## src/sv/tsa_pkg.sv

```systemverilog
// Types and constants shared by the timed slot allocator modules.
// Holds the transfer payload structs, the slot record and the head control struct.
// No dependencies.
`timescale 1ns / 1ps
`default_nettype none

package tsa_pkg;

    localparam logic       FUNC_PASS         = 1'b0;
    localparam logic       FUNC_ADD          = 1'b1;
    localparam logic [7:0] OWNER_PLACEHOLDER = 8'd42;
    localparam logic [31:0] TIME_MAX         = 32'hFFFF_FFFF;
    localparam logic [6:0] POOL_RESET        = 7'd64;

    typedef struct packed {
        logic        func;
        logic [7:0]  proc_name;
        logic [6:0]  request_size;
        logic [15:0] amount;
    } t_in;

    typedef struct packed {
        logic       accepted;
        logic [6:0] freed_count;
        logic [6:0] free_count;
    } t_out;

    typedef struct packed {
        logic        busy;
        logic [7:0]  owner;
        logic [31:0] expiry;
    } t_slot;

    // Controls for the processing point at the head of the ring.
    typedef struct packed {
        logic        active;   // an item is walking the ring
        logic        func;
        logic        grant;    // the add request fits
        logic        in_pool;  // the slot at the head lies inside the pool
        logic        want;     // slots are still to be taken
        logic [7:0]  name;
        logic [31:0] tgt;      // new time for a pass, expiry for an add
    } t_head_ctl;

endpackage

`default_nettype wire

```

## src/sv/tsa_cell.sv

```systemverilog
// One slot cell of the ring: holds a slot record and loads its neighbor's on a shift.
// Depends on tsa_pkg.
`timescale 1ns / 1ps
`default_nettype none

module tsa_cell (
    input  wire logic           i_clk,
    input  wire logic           i_rst_n,
    input  wire logic           i_clear,
    input  wire logic           i_shift,
    input  wire tsa_pkg::t_slot i_slot,
    output tsa_pkg::t_slot      o_slot
);

    tsa_pkg::t_slot r_slot;

    always_ff @(posedge i_clk) begin
        if (!i_rst_n || i_clear) begin
            r_slot.busy   <= 1'b0;
            r_slot.owner  <= tsa_pkg::OWNER_PLACEHOLDER;
            r_slot.expiry <= '0;
        end else if (i_shift) begin
            r_slot <= i_slot;
        end
    end

    assign o_slot = r_slot;

endmodule

`default_nettype wire

```

## src/sv/tsa_head.sv

```systemverilog
// Processing point of the ring: expires or allocates the slot passing the head.
// Depends on tsa_pkg.
`timescale 1ns / 1ps
`default_nettype none

module tsa_head (
    input  wire tsa_pkg::t_slot     i_slot,
    input  wire tsa_pkg::t_head_ctl i_ctl,
    output tsa_pkg::t_slot          o_slot,
    output logic                    o_freed,
    output logic                    o_taken
);

    always_comb begin
        o_slot  = i_slot;
        o_freed = 1'b0;
        o_taken = 1'b0;
        if (i_ctl.active && i_ctl.in_pool) begin
            if (i_ctl.func == tsa_pkg::FUNC_PASS) begin
                if (i_slot.busy && (i_slot.expiry <= i_ctl.tgt)) begin
                    o_slot.busy  = 1'b0;
                    o_slot.owner = tsa_pkg::OWNER_PLACEHOLDER;
                    o_freed      = 1'b1;
                end
            end else if (i_ctl.grant && i_ctl.want && !i_slot.busy) begin
                o_slot.busy   = 1'b1;
                o_slot.owner  = i_ctl.name;
                o_slot.expiry = i_ctl.tgt;
                o_taken       = 1'b1;
            end
        end
    end

endmodule

`default_nettype wire

```

## src/sv/timed_slot_allocator_unit.sv

```systemverilog
// Timed slot allocator: a ring of SLOTS slot cells rotated once per item past one head unit.
// Busy is high for the whole rotation and a start is taken only while the unit is idle,
// so a new item is not accepted before the result of the last one is registered.
// The result is shown for one cycle and the receiver cannot stall it.
// Reset (synchronous, active low) and any pool_size write clear all slots.
// Depends on tsa_pkg, tsa_cell and tsa_head.
`timescale 1ns / 1ps
`default_nettype none

module timed_slot_allocator_unit #(
    parameter int SLOTS = 64
) (
    input  wire logic          i_clk,
    input  wire logic          i_rst_n,
    input  wire logic          i_cfg_we,
    input  wire logic [6:0]    i_cfg_data,
    input  wire logic          start,
    input  wire tsa_pkg::t_in  i_item,
    output logic               busy,
    output logic               o_strobe,
    output tsa_pkg::t_out      o_result
);

    localparam int IW  = (SLOTS > 1) ? $clog2(SLOTS) : 1;
    localparam int CW  = (IW > 7) ? IW : 7;
    localparam int CAP = (SLOTS < 127) ? SLOTS : 127;

    typedef enum logic [1:0] {
        ST_IDLE = 2'b01,
        ST_RUN  = 2'b10
    } t_state;

    t_state r_state, n_state;

    logic [6:0]    r_pool;
    logic [6:0]    r_free, n_free;
    logic [6:0]    r_freed, n_freed;
    logic [6:0]    r_left, n_left;
    logic [31:0]   r_now;
    logic [31:0]   r_tgt;
    logic [7:0]    r_name;
    logic          r_func;
    logic          r_grant;
    logic [IW-1:0] r_idx;

    logic          accept;
    logic          last;
    logic [32:0]   time_sum;
    logic [31:0]   time_sat;
    logic          freed;
    logic          taken;

    tsa_pkg::t_slot     cell_q [SLOTS];
    tsa_pkg::t_slot     head_next;
    tsa_pkg::t_head_ctl head_ctl;

    function automatic logic [6:0] pool_limit(input logic [6:0] p);
        return (p > 7'(CAP)) ? 7'(CAP) : p;
    endfunction

    assign accept   = start && !busy;
    assign busy     = (r_state == ST_RUN);
    assign last     = (r_idx == IW'(SLOTS - 1));
    assign time_sum = {1'b0, r_now} + 33'(i_item.amount);
    assign time_sat = time_sum[32] ? tsa_pkg::TIME_MAX : time_sum[31:0];

    always_comb begin
        head_ctl.active  = busy;
        head_ctl.func    = r_func;
        head_ctl.grant   = r_grant;
        head_ctl.in_pool = (CW'(r_idx) < CW'(r_pool));
        head_ctl.want    = (r_left != 7'd0);
        head_ctl.name    = r_name;
        head_ctl.tgt     = r_tgt;
    end

    tsa_head u_head (
        .i_slot  (cell_q[0]),
        .i_ctl   (head_ctl),
        .o_slot  (head_next),
        .o_freed (freed),
        .o_taken (taken)
    );

    // Each cell loads its upper neighbor; the top cell takes the processed head record,
    // so after SLOTS shifts every slot is back in its own cell.
    for (genvar j = 0; j < SLOTS; j++) begin : g_cell
        tsa_pkg::t_slot cell_d;
        if (j == SLOTS - 1) begin : g_top
            assign cell_d = head_next;
        end else begin : g_mid
            assign cell_d = cell_q[j + 1];
        end
        tsa_cell u_cell (
            .i_clk   (i_clk),
            .i_rst_n (i_rst_n),
            .i_clear (i_cfg_we),
            .i_shift (busy),
            .i_slot  (cell_d),
            .o_slot  (cell_q[j])
        );
    end

    always_comb begin
        n_state = r_state;
        n_free  = r_free;
        n_freed = r_freed;
        n_left  = r_left;
        unique case (r_state)
            ST_IDLE: begin
                if (start) begin
                    n_state = ST_RUN;
                    n_freed = '0;
                    n_left  = i_item.request_size;
                    if ((i_item.func == tsa_pkg::FUNC_ADD)
                            && (r_free >= i_item.request_size)) begin
                        n_free = r_free - i_item.request_size;
                    end
                end
            end
            ST_RUN: begin
                if (freed) begin
                    n_free  = r_free + 7'd1;
                    n_freed = r_freed + 7'd1;
                end
                if (taken) begin
                    n_left = r_left - 7'd1;
                end
                if (last) begin
                    n_state = ST_IDLE;
                end
            end
            default: n_state = ST_IDLE;
        endcase
    end

    always_ff @(posedge i_clk) begin
        if (!i_rst_n) begin
            r_state  <= ST_IDLE;
            r_pool   <= tsa_pkg::POOL_RESET;
            r_free   <= pool_limit(tsa_pkg::POOL_RESET);
            r_now    <= '0;
            r_freed  <= '0;
            r_left   <= '0;
            r_idx    <= '0;
            o_strobe <= 1'b0;
        end else if (i_cfg_we) begin
            r_state  <= ST_IDLE;
            r_pool   <= i_cfg_data;
            r_free   <= pool_limit(i_cfg_data);
            r_now    <= '0;
            r_freed  <= '0;
            r_left   <= '0;
            r_idx    <= '0;
            o_strobe <= 1'b0;
        end else begin
            r_state  <= n_state;
            r_free   <= n_free;
            r_freed  <= n_freed;
            r_left   <= n_left;
            o_strobe <= busy && last;
            if (accept && (i_item.func == tsa_pkg::FUNC_PASS)) begin
                r_now <= time_sat;
            end
            if (busy) begin
                r_idx <= last ? '0 : r_idx + IW'(1);
            end
        end
    end

    // Item fields and the result payload carry no reset.
    always_ff @(posedge i_clk) begin
        if (accept) begin
            r_func  <= i_item.func;
            r_name  <= i_item.proc_name;
            r_tgt   <= time_sat;
            r_grant <= (i_item.func == tsa_pkg::FUNC_PASS)
                    || (r_free >= i_item.request_size);
        end
        if (busy && last) begin
            o_result.accepted    <= r_grant;
            o_result.freed_count <= n_freed;
            o_result.free_count  <= n_free;
        end
    end

endmodule

`default_nettype wire

```

## config.mk

```make
export PLATFORM = sky130hd
export DESIGN_NAME = timed_slot_allocator_unit
export DESIGN_NICKNAME = d
export VERILOG_FILES = /design/src/sv/tsa_pkg.sv /design/src/sv/tsa_cell.sv /design/src/sv/tsa_head.sv /design/src/sv/timed_slot_allocator_unit.sv
export SDC_FILE = /design/constraint.sdc
export NUM_CORES = 2
export LEC_CHECK = 0
export ABC_CLOCK_PERIOD_IN_PS = 3750
export BUFFER_PORTS_ARGS = -buffer_cell sky130_fd_sc_hd__buf_2
export CORE_UTILIZATION = 45
export DETAILED_ROUTE_END_ITERATION = 10
export SLEW_MARGIN = 20
export SYNTH_ARGS = -nofsm -noshare
export SYNTH_HDL_FRONTEND = slang
export SYNTH_SLANG_ARGS = --single-unit
```

## constraint.sdc

```tcl
create_clock -name i_clk -period 3.75 [get_ports i_clk]
set_input_delay 0 -clock i_clk [delete_from_list [all_inputs] [get_ports i_clk]]
set_output_delay 0 -clock i_clk [all_outputs]
set_load 0.01 [all_outputs]
```

Word-level counts from Yosys, hierarchy flattened

Index checks and enable logic that the tools add are counted.

Bits in registers: 2750
Latch bits: 0
Memory bits (writable): 0
Memory bits (read-only): 0
Bits of input ports: 43
Output and inout port bits: 17
Memories kept: 0

Add/sub/neg operators: 6
Multiply operators: 0
Div/mod/pow operators: 0
Order comparisons: 4
Equality and inequality tests: 6
Shift-type cells: 0
Multiplexer cells: 28
Bitwise logic cells: 2
Reductions and logical operators: 18

Operator list:

| kind                | count |
|---|---|
| $mux 41             | 2 |
| $mux 32             | 2 |
| $mux 7              | 9 |
| $pmux 7 s2          | 3 |
| $add 32x16->33      | 1 |
| $le 32x32->1        | 1 |
| $mux 9              | 2 |
| $add 7x1->7 const B | 2 |
| $logic_and 1x1->1   | 8 |
| $ge 7x7->1          | 1 |
| $gt 7x7->1 const B  | 1 |
| $lt 6x7->1          | 1 |
| $reduce_bool 7->1   | 1 |
| $sub 7x1->7 const B | 1 |
| $sub 7x7->7         | 1 |
| $add 6x1->6 const B | 1 |
| $eq 6x6->1 const B  | 1 |
| $mux 1              | 6 |
| $mux 6              | 1 |
| $mux 2              | 2 |
| $ne 2x1->1 const B  | 2 |
| $pmux 2 s2          | 1 |
| $logic_not 1->1     | 3 |
| $reduce_and 3->1    | 1 |
| 8 further kinds     | 10 |

Longest topological paths before layout

Depth after elaboration: 8
Gate-level depth with buffers: 12

Cells and area by module

From an unflattened synthesis, not the netlist that was laid out.

Cells, all modules: 9443
Area total of the unflattened synthesis: 103817.1 µm²

Modules (own cells, without submodules):

| module                    | times used | cells each | area each (µm²) | sequential area each (µm²) |
|---|---|---|---|---|
| tsa_cell                  | 64         | 134        | 1496.4          | 820.8 |
| timed_slot_allocator_unit | 1          | 668        | 6553.8          | 3093.0 |
| tsa_head                  | 1          | 199        | 1491.4          | 0.0 |

Least setup slack after synthesis

Ideal clock, no wire load.

Path type: register -> register
From: register r_state[0]
To: register r_left[6]
Setup time: 0.074 ns
Arrival time: 3.716 ns
Data required time: 3.676 ns
Slack: -0.040 ns
Stages on the path, launching flop included: 10
Clock period less this slack: 3.790 ns
Path through: dfxtp_1 inv_1 ha_1 clkbuf_1 nor2b_1 and2_1 buf_1 a41oi_1 or4_1 a31oi_1

Cells in the longest elaborated chain, start to end: 5
Elaborated cells between the ends (all ways): 9
Those cells by class: eq/ne (4); mux (2); reduce/logical (3)

RTL lines:

| what                       | line                             | text |
|---|---|---|
| from (decl)                | timed_slot_allocator_unit.sv:33  | `t_state r_state, n_state;` |
| from (signal assigned)     | timed_slot_allocator_unit.sv:157 | `r_state <= n_state;` |
| $eq 2x2->1 *               | timed_slot_allocator_unit.sv:62  | `assign busy = (r_state == ST_RUN);` |
| named net busy             | timed_slot_allocator_unit.sv:19  | `output logic busy,` |
| $logic_and 1x1->1          | tsa_head.sv:18                   | `if (i_ctl.active && i_ctl.in_pool) begin` |
| $mux 1                     | tsa_head.sv:18                   |  |
| $ne 2x1->1 (no line)       | n/a                              |  |
| $reduce_and 3->1 (no line) | n/a                              |  |
| to (signal assigned)       | timed_slot_allocator_unit.sv:160 | `r_left <= n_left;` |
| to (decl)                  | timed_slot_allocator_unit.sv:38  | `logic [6:0] r_left, n_left;` |

The timed path passes the listed nets; every way through them passes the cells marked *.
A chain may end at the register's enable or synchronous reset.

Worst setup path in the final report

From: register r_tgt[10]
To: register r_free[1]

Cells in the longest elaborated chain, start to end: 8

RTL lines:

| what                   | line                             | text |
|---|---|---|
| from (decl)            | timed_slot_allocator_unit.sv:40  | `logic [31:0] r_tgt;` |
| from (signal assigned) | timed_slot_allocator_unit.sv:176 | `r_tgt <= time_sat;` |
| $le 32x32->1           | tsa_head.sv:20                   | `if (i_slot.busy && (i_slot.expiry <= i_ctl.tgt)) begin` |
| $logic_and 1x1->1      | tsa_head.sv:20                   |  |
| $mux 1                 | tsa_head.sv:20                   |  |
| $mux 1                 | tsa_head.sv:19                   | `if (i_ctl.func == tsa_pkg::FUNC_PASS) begin` |
| $mux 1                 | tsa_head.sv:18                   |  |
| $mux 7                 | timed_slot_allocator_unit.sv:122 | `if (freed) begin` |
| $pmux 7 s2             | timed_slot_allocator_unit.sv:109 | `unique case (r_state)` |
| named net n_free[1]    | timed_slot_allocator_unit.sv:36  | `logic [6:0] r_free, n_free;` |
| $mux 7                 | timed_slot_allocator_unit.sv:147 | `end else if (i_cfg_we) begin` |
| to (signal assigned)   | timed_slot_allocator_unit.sv:141 | `r_free <= pool_limit(tsa_pkg::POOL_RESET);` |
| to (signal assigned)   | timed_slot_allocator_unit.sv:150 | `r_free <= pool_limit(i_cfg_data);` |
| to (signal assigned)   | timed_slot_allocator_unit.sv:158 | `r_free <= n_free;` |
| to (decl)              | timed_slot_allocator_unit.sv:36  |  |

The timed path passes the listed nets, and every way through them passes these cells.

==> metrics.md <==
| Metric | Value |
|---|---|
| Max Cap Viol | 0 |
| Starting Density | a little under half |
| Crit path time final | between 3 and 4 ns |
| Setup slack after layout | 0.231 ns |
| Core area | approximately 180000 um2 |
| CTS tree | done |
| Layout cells sized above 1 | 6.77% |
| CTS Buf Count | ~220 |
| Syn Inst Count | just under 8000 |
| Antenna Nets Post-Route | 0 |
| CTS Sinks | between 2000 and 2500 |
| Mapped Area | ~81000 um2 |
| Post-layout nets | approximately 7700 |
| Clock skew | around 0.060 ns |
| P&R area growth vs syn | 13.4% |
| Yosys cell types | slightly below 70 |
| HPWL after DPL | 81.5 mm |
| Async S/R FF share, synth | 0% |
| Syn_nets | around 8000 |
| Fin Setup TNS | 0 ns |
| CTS root buf | clkbuf_16 |
| Die area | about 180000 um2 |
| DR vias | 49540 |
| Initial antenna violation count | 0 |
| Final Cycle Share | between 90 and 100% |
| Ports | 60 |
| Critical path type | flop to flop |
| Pwr/cell area | approximately 520 nW/um2 |
| Final GP Congestion | between 0.7 and 0.8 |
| First-pass GRT wire length | between 200 and 250 mm |
| Die Height | 426 um |
| Leak | roughly 29 nW |
| Slowest cell on crit path | or4_1 |
| Worst Path Arrival | 4.23 ns |
| Worst-Margin Slew | roughly 1.2 ns |
| P_sw | about 10 mW |
| Fmax | 284 MHz |
| Hold Vio Cnt, Final | 0 |
| Final setup violation count | 0 |
| # port buffers | 51 |
| Worst Setup EP | r_free[1]$_SDFF_PN0_ |
| Total Wirelength | roughly 140 mm |
| Reg clk slew, reported paths | approximately 0.060 ns |
| Flop pwr share | between 50% and 60% |
| Floorplan row count | between 150 and 200 |
| Crit start category | flop |
| FF-to-FF path depth | 13 |
| Peak supply drop | 391 uV |
| Clock Latency Late Sink | 0.85 ns |
| FF+latch count, synth | about 2200 |
| Hold/Removal Path Class | input pin to flop |
| Largest net degree at the start of global routing | ~190 |
| Clk network pwr share | a little under half |
| Vias per cell | a little under 5 |
| Combinational share of power | 2.3% |
| Worst slew margin | between 20% and 30% |
| DR pass1 iterations | 6 |
| Hold path startpoint | start |
| Setup crit end kind | flop |
| Clk buf depth | 3 |
| Ys flop type | dfxtp_1 |
| Vias in the first global route | approximately 47000 |
| Syn. warnings | 0 |
| Post-CTS setup buffers | 0 |
| # DRC | 0 |
| Critical path fanouts, max | 9 |
| Outcome | complete, no violations |
| Die W | around 430 um |
| Power Internal | about 38 mW |
| Dpl ws | 0.502 ns |
| CP max stage delay | roughly 0.58 ns |
| Net Sw Frac | between 20% and 30% |
| WL/cell | about 14 um |
| RSZ-0062 raised after global routing | false |
| CP cell instances | inv_1 > ha_1 > nand4_1 > or4_1 > a21oi_1 > a31oi_1 > buf_4 > nor2b_2 > buf_4 > nand4_1 > mux2i_1 > a32o_1 > dlygate4sd3_1 |
| RR Startpoint | r_tgt[10]$_DFFE_PP_ |
| R2r setup slk | 0.23 ns |
| Register area share after synthesis | between 50% and 60% |
| Remaining global-route overflow | 0 |
| H-tree depth | 4 |
| Crit path from | r_tgt[10]$_DFFE_PP_ |
| DR iter-0 viols | 2817 |
| Syn avg cell area | 10.5 um2 |
| Global-route usage over all layers | 15.1% |
| Reg2reg end | r_free[1]$_SDFF_PN0_ |
| CP required | ~4.5 ns |
| Max-slew violation count | 0 |
| Post-synth EDFFs | just under 50 |
## repair_timing
| item | 4_1_cts | 5_1_grt |
|---|---|---|
| hold endpoints to repair | 116 | 0 |
| setup endpoints to repair | 0 | 2 |
| hold buffers | 63 | 0 |
| resized for setup | 0 | 2 |
## cells in the final DEF (no fill, tap or decap), types with 22 or more instances in the layout
master and n:
dlygate4sd3_1 63, nand2_1 93, o21ai_0 34, buf_2 51
dfxtp_1 2181, mux2i_1 2096, nand4_1 22, clkinv_2 33
clkbuf_1 55, buf_12 30, a211oi_1 41, edfxtp_1 49
a21oi_1 99, ha_1 66, nand3_1 29, nor2_1 2188
inv_1 64, clkbuf_8 64, clkbuf_16 226, buf_4 62
## per-stage QoR
| step | util [%] | cells | hold slack (ns) | power (mW) | area, um2 |
|---|---|---|---|---|---|
| floorplan | - | 7722 | 0.0989 | 25.1 | 80800 |
| global placement | 46.6 | 9704 | 0.276 | 25.4 | 83200 |
| detailed placement | 46.6 | 9704 | 0.287 | 25.4 | 83200 |
| CTS | 51.3 | 10183 | 0.0110 | 48.5 | 91600 |
| global route | 51.4 | 10183 | 0.0503 | 49.6 | 91600 |
| finish | 51.4 | 10184 | 0.109 | 47.7 | 91600 |
## layout make-up
class                   instances  area (um2)
multi-input cells            4911       33600
clock buffers                 345        6740
clock inverters                71        1050
inverters                      65         244
flip-flops and latches       2230       45100
fillers                     15990       86800
repair buffers                206        1950
well taps                    2355        2950
diodes                          1        2.50
## state kept, by name, summed over array words and instances, names as in the netlist
signal                count
r_idx                     6
r_now                    32
r_pool                    7
r_grant                   1
r_tgt                    32
g_cell.u_cell.o_slot   2112
r_func                    1
r_free                    7
r_freed                   7
o_result                 15
r_state                   2
r_left                    7
o_strobe                  1
## routing by layer
metal  up-vias  global-route usage [%]  routed length [um]
met1     22999                    21.3               70500
met2       442                    23.2               60000
met3       222                    2.75                4090
met5         -                       0                   0
li1      25877                       -                   -
met4         0                    4.64                3110
## critical path: cells and delay by family (launching register included)
| family | cells | cell delay [ns] |
|---|---|---|
| multiplexers | 1 | 0.17 |
| flip-flops | 1 | 0.33 |
| adder cells (fa/ha/maj) | 1 | 0.29 |
| AND/OR/NAND/NOR | 4 | 1.22 |
| buffers and inverters | 4 | 1.00 |
| AO/OA/AOI/OAI | 3 | 0.44 |
## Yosys cell counts (3+ instances only)
master	n	area, um2
a311oi_1	15	131
nand2_1	93	349
o21ai_0	34	170
nand4_1	22	138
o21a_1	3	22.5
a22o_1	5	43.8
and3_1	11	68.8
nand2b_1	19	119
buf_1	59	221
nor2_1	2188	8210
o211ai_1	4	30.0
a31oi_1	17	106
inv_1	64	240
a32o_1	6	60.1
o211a_1	3	30.0
a21oi_1	99	495
mux2_1	3	33.8
a21o_1	10	75.1
a211o_1	3	26.3
dfxtp_1	2181	43700
nor3_1	20	100
xor2_1	10	87.6
nor2b_1	18	113
a41oi_1	6	52.6
or2_2	4	25.0
or3_1	3	18.8
mux2i_1	2096	21000
mux2_2	7	78.8
and4_1	5	43.8
ha_1	67	838
and2_1	8	50.1
edfxtp_1	49	1470
buf_2	10	50.1
clkbuf_1	446	1670
nand3_1	30	150
a211oi_1	41	308
xnor2_1	16	140
o31ai_1	3	22.5
## power by group through the flow
stage               registers [mW]  clock network, mW  logic (mW)
floorplan                     24.4                  0       0.776
global placement              24.4                  0        1.04
detailed placement            24.4                  0        1.04
CTS                           23.8               23.5        1.10
global route                  23.8               24.5        1.20
finish                        23.9               22.7        1.09
## logic make-up (layout without fill, tap and decap cells)
family	count (synthesis)	count (layout)	synth area share, %
other	0	1	0
multiplexers	2106	2106	26.1
AND/OR/NAND/NOR	2437	2437	11.8
flip-flops	2230	2230	55.8
AO/OA/AOI/OAI	273	273	2.20
XOR/XNOR	26	26	0.282
adder cells (fa/ha/maj)	69	69	1.09
buffers and inverters	581	687	2.72
## how the worst min path moves through the flow
stage          depth (start not counted)  slack, ns                       to
2_1_floorplan                          0        0.1         r_func$_DFFE_PP_
3_3_place_gp                           2       0.28     r_free[1]$_SDFF_PN0_
3_5_place_dp                           2       0.29     r_free[1]$_SDFF_PN0_
4_1_cts                                4       0.01  r_state[1]$_SDFFE_PP0P_
5_1_grt                                4       0.05  r_state[1]$_SDFFE_PP0P_
6_report                               4       0.11  r_state[1]$_SDFFE_PP0P_
(Power assumes the default switching activity.)
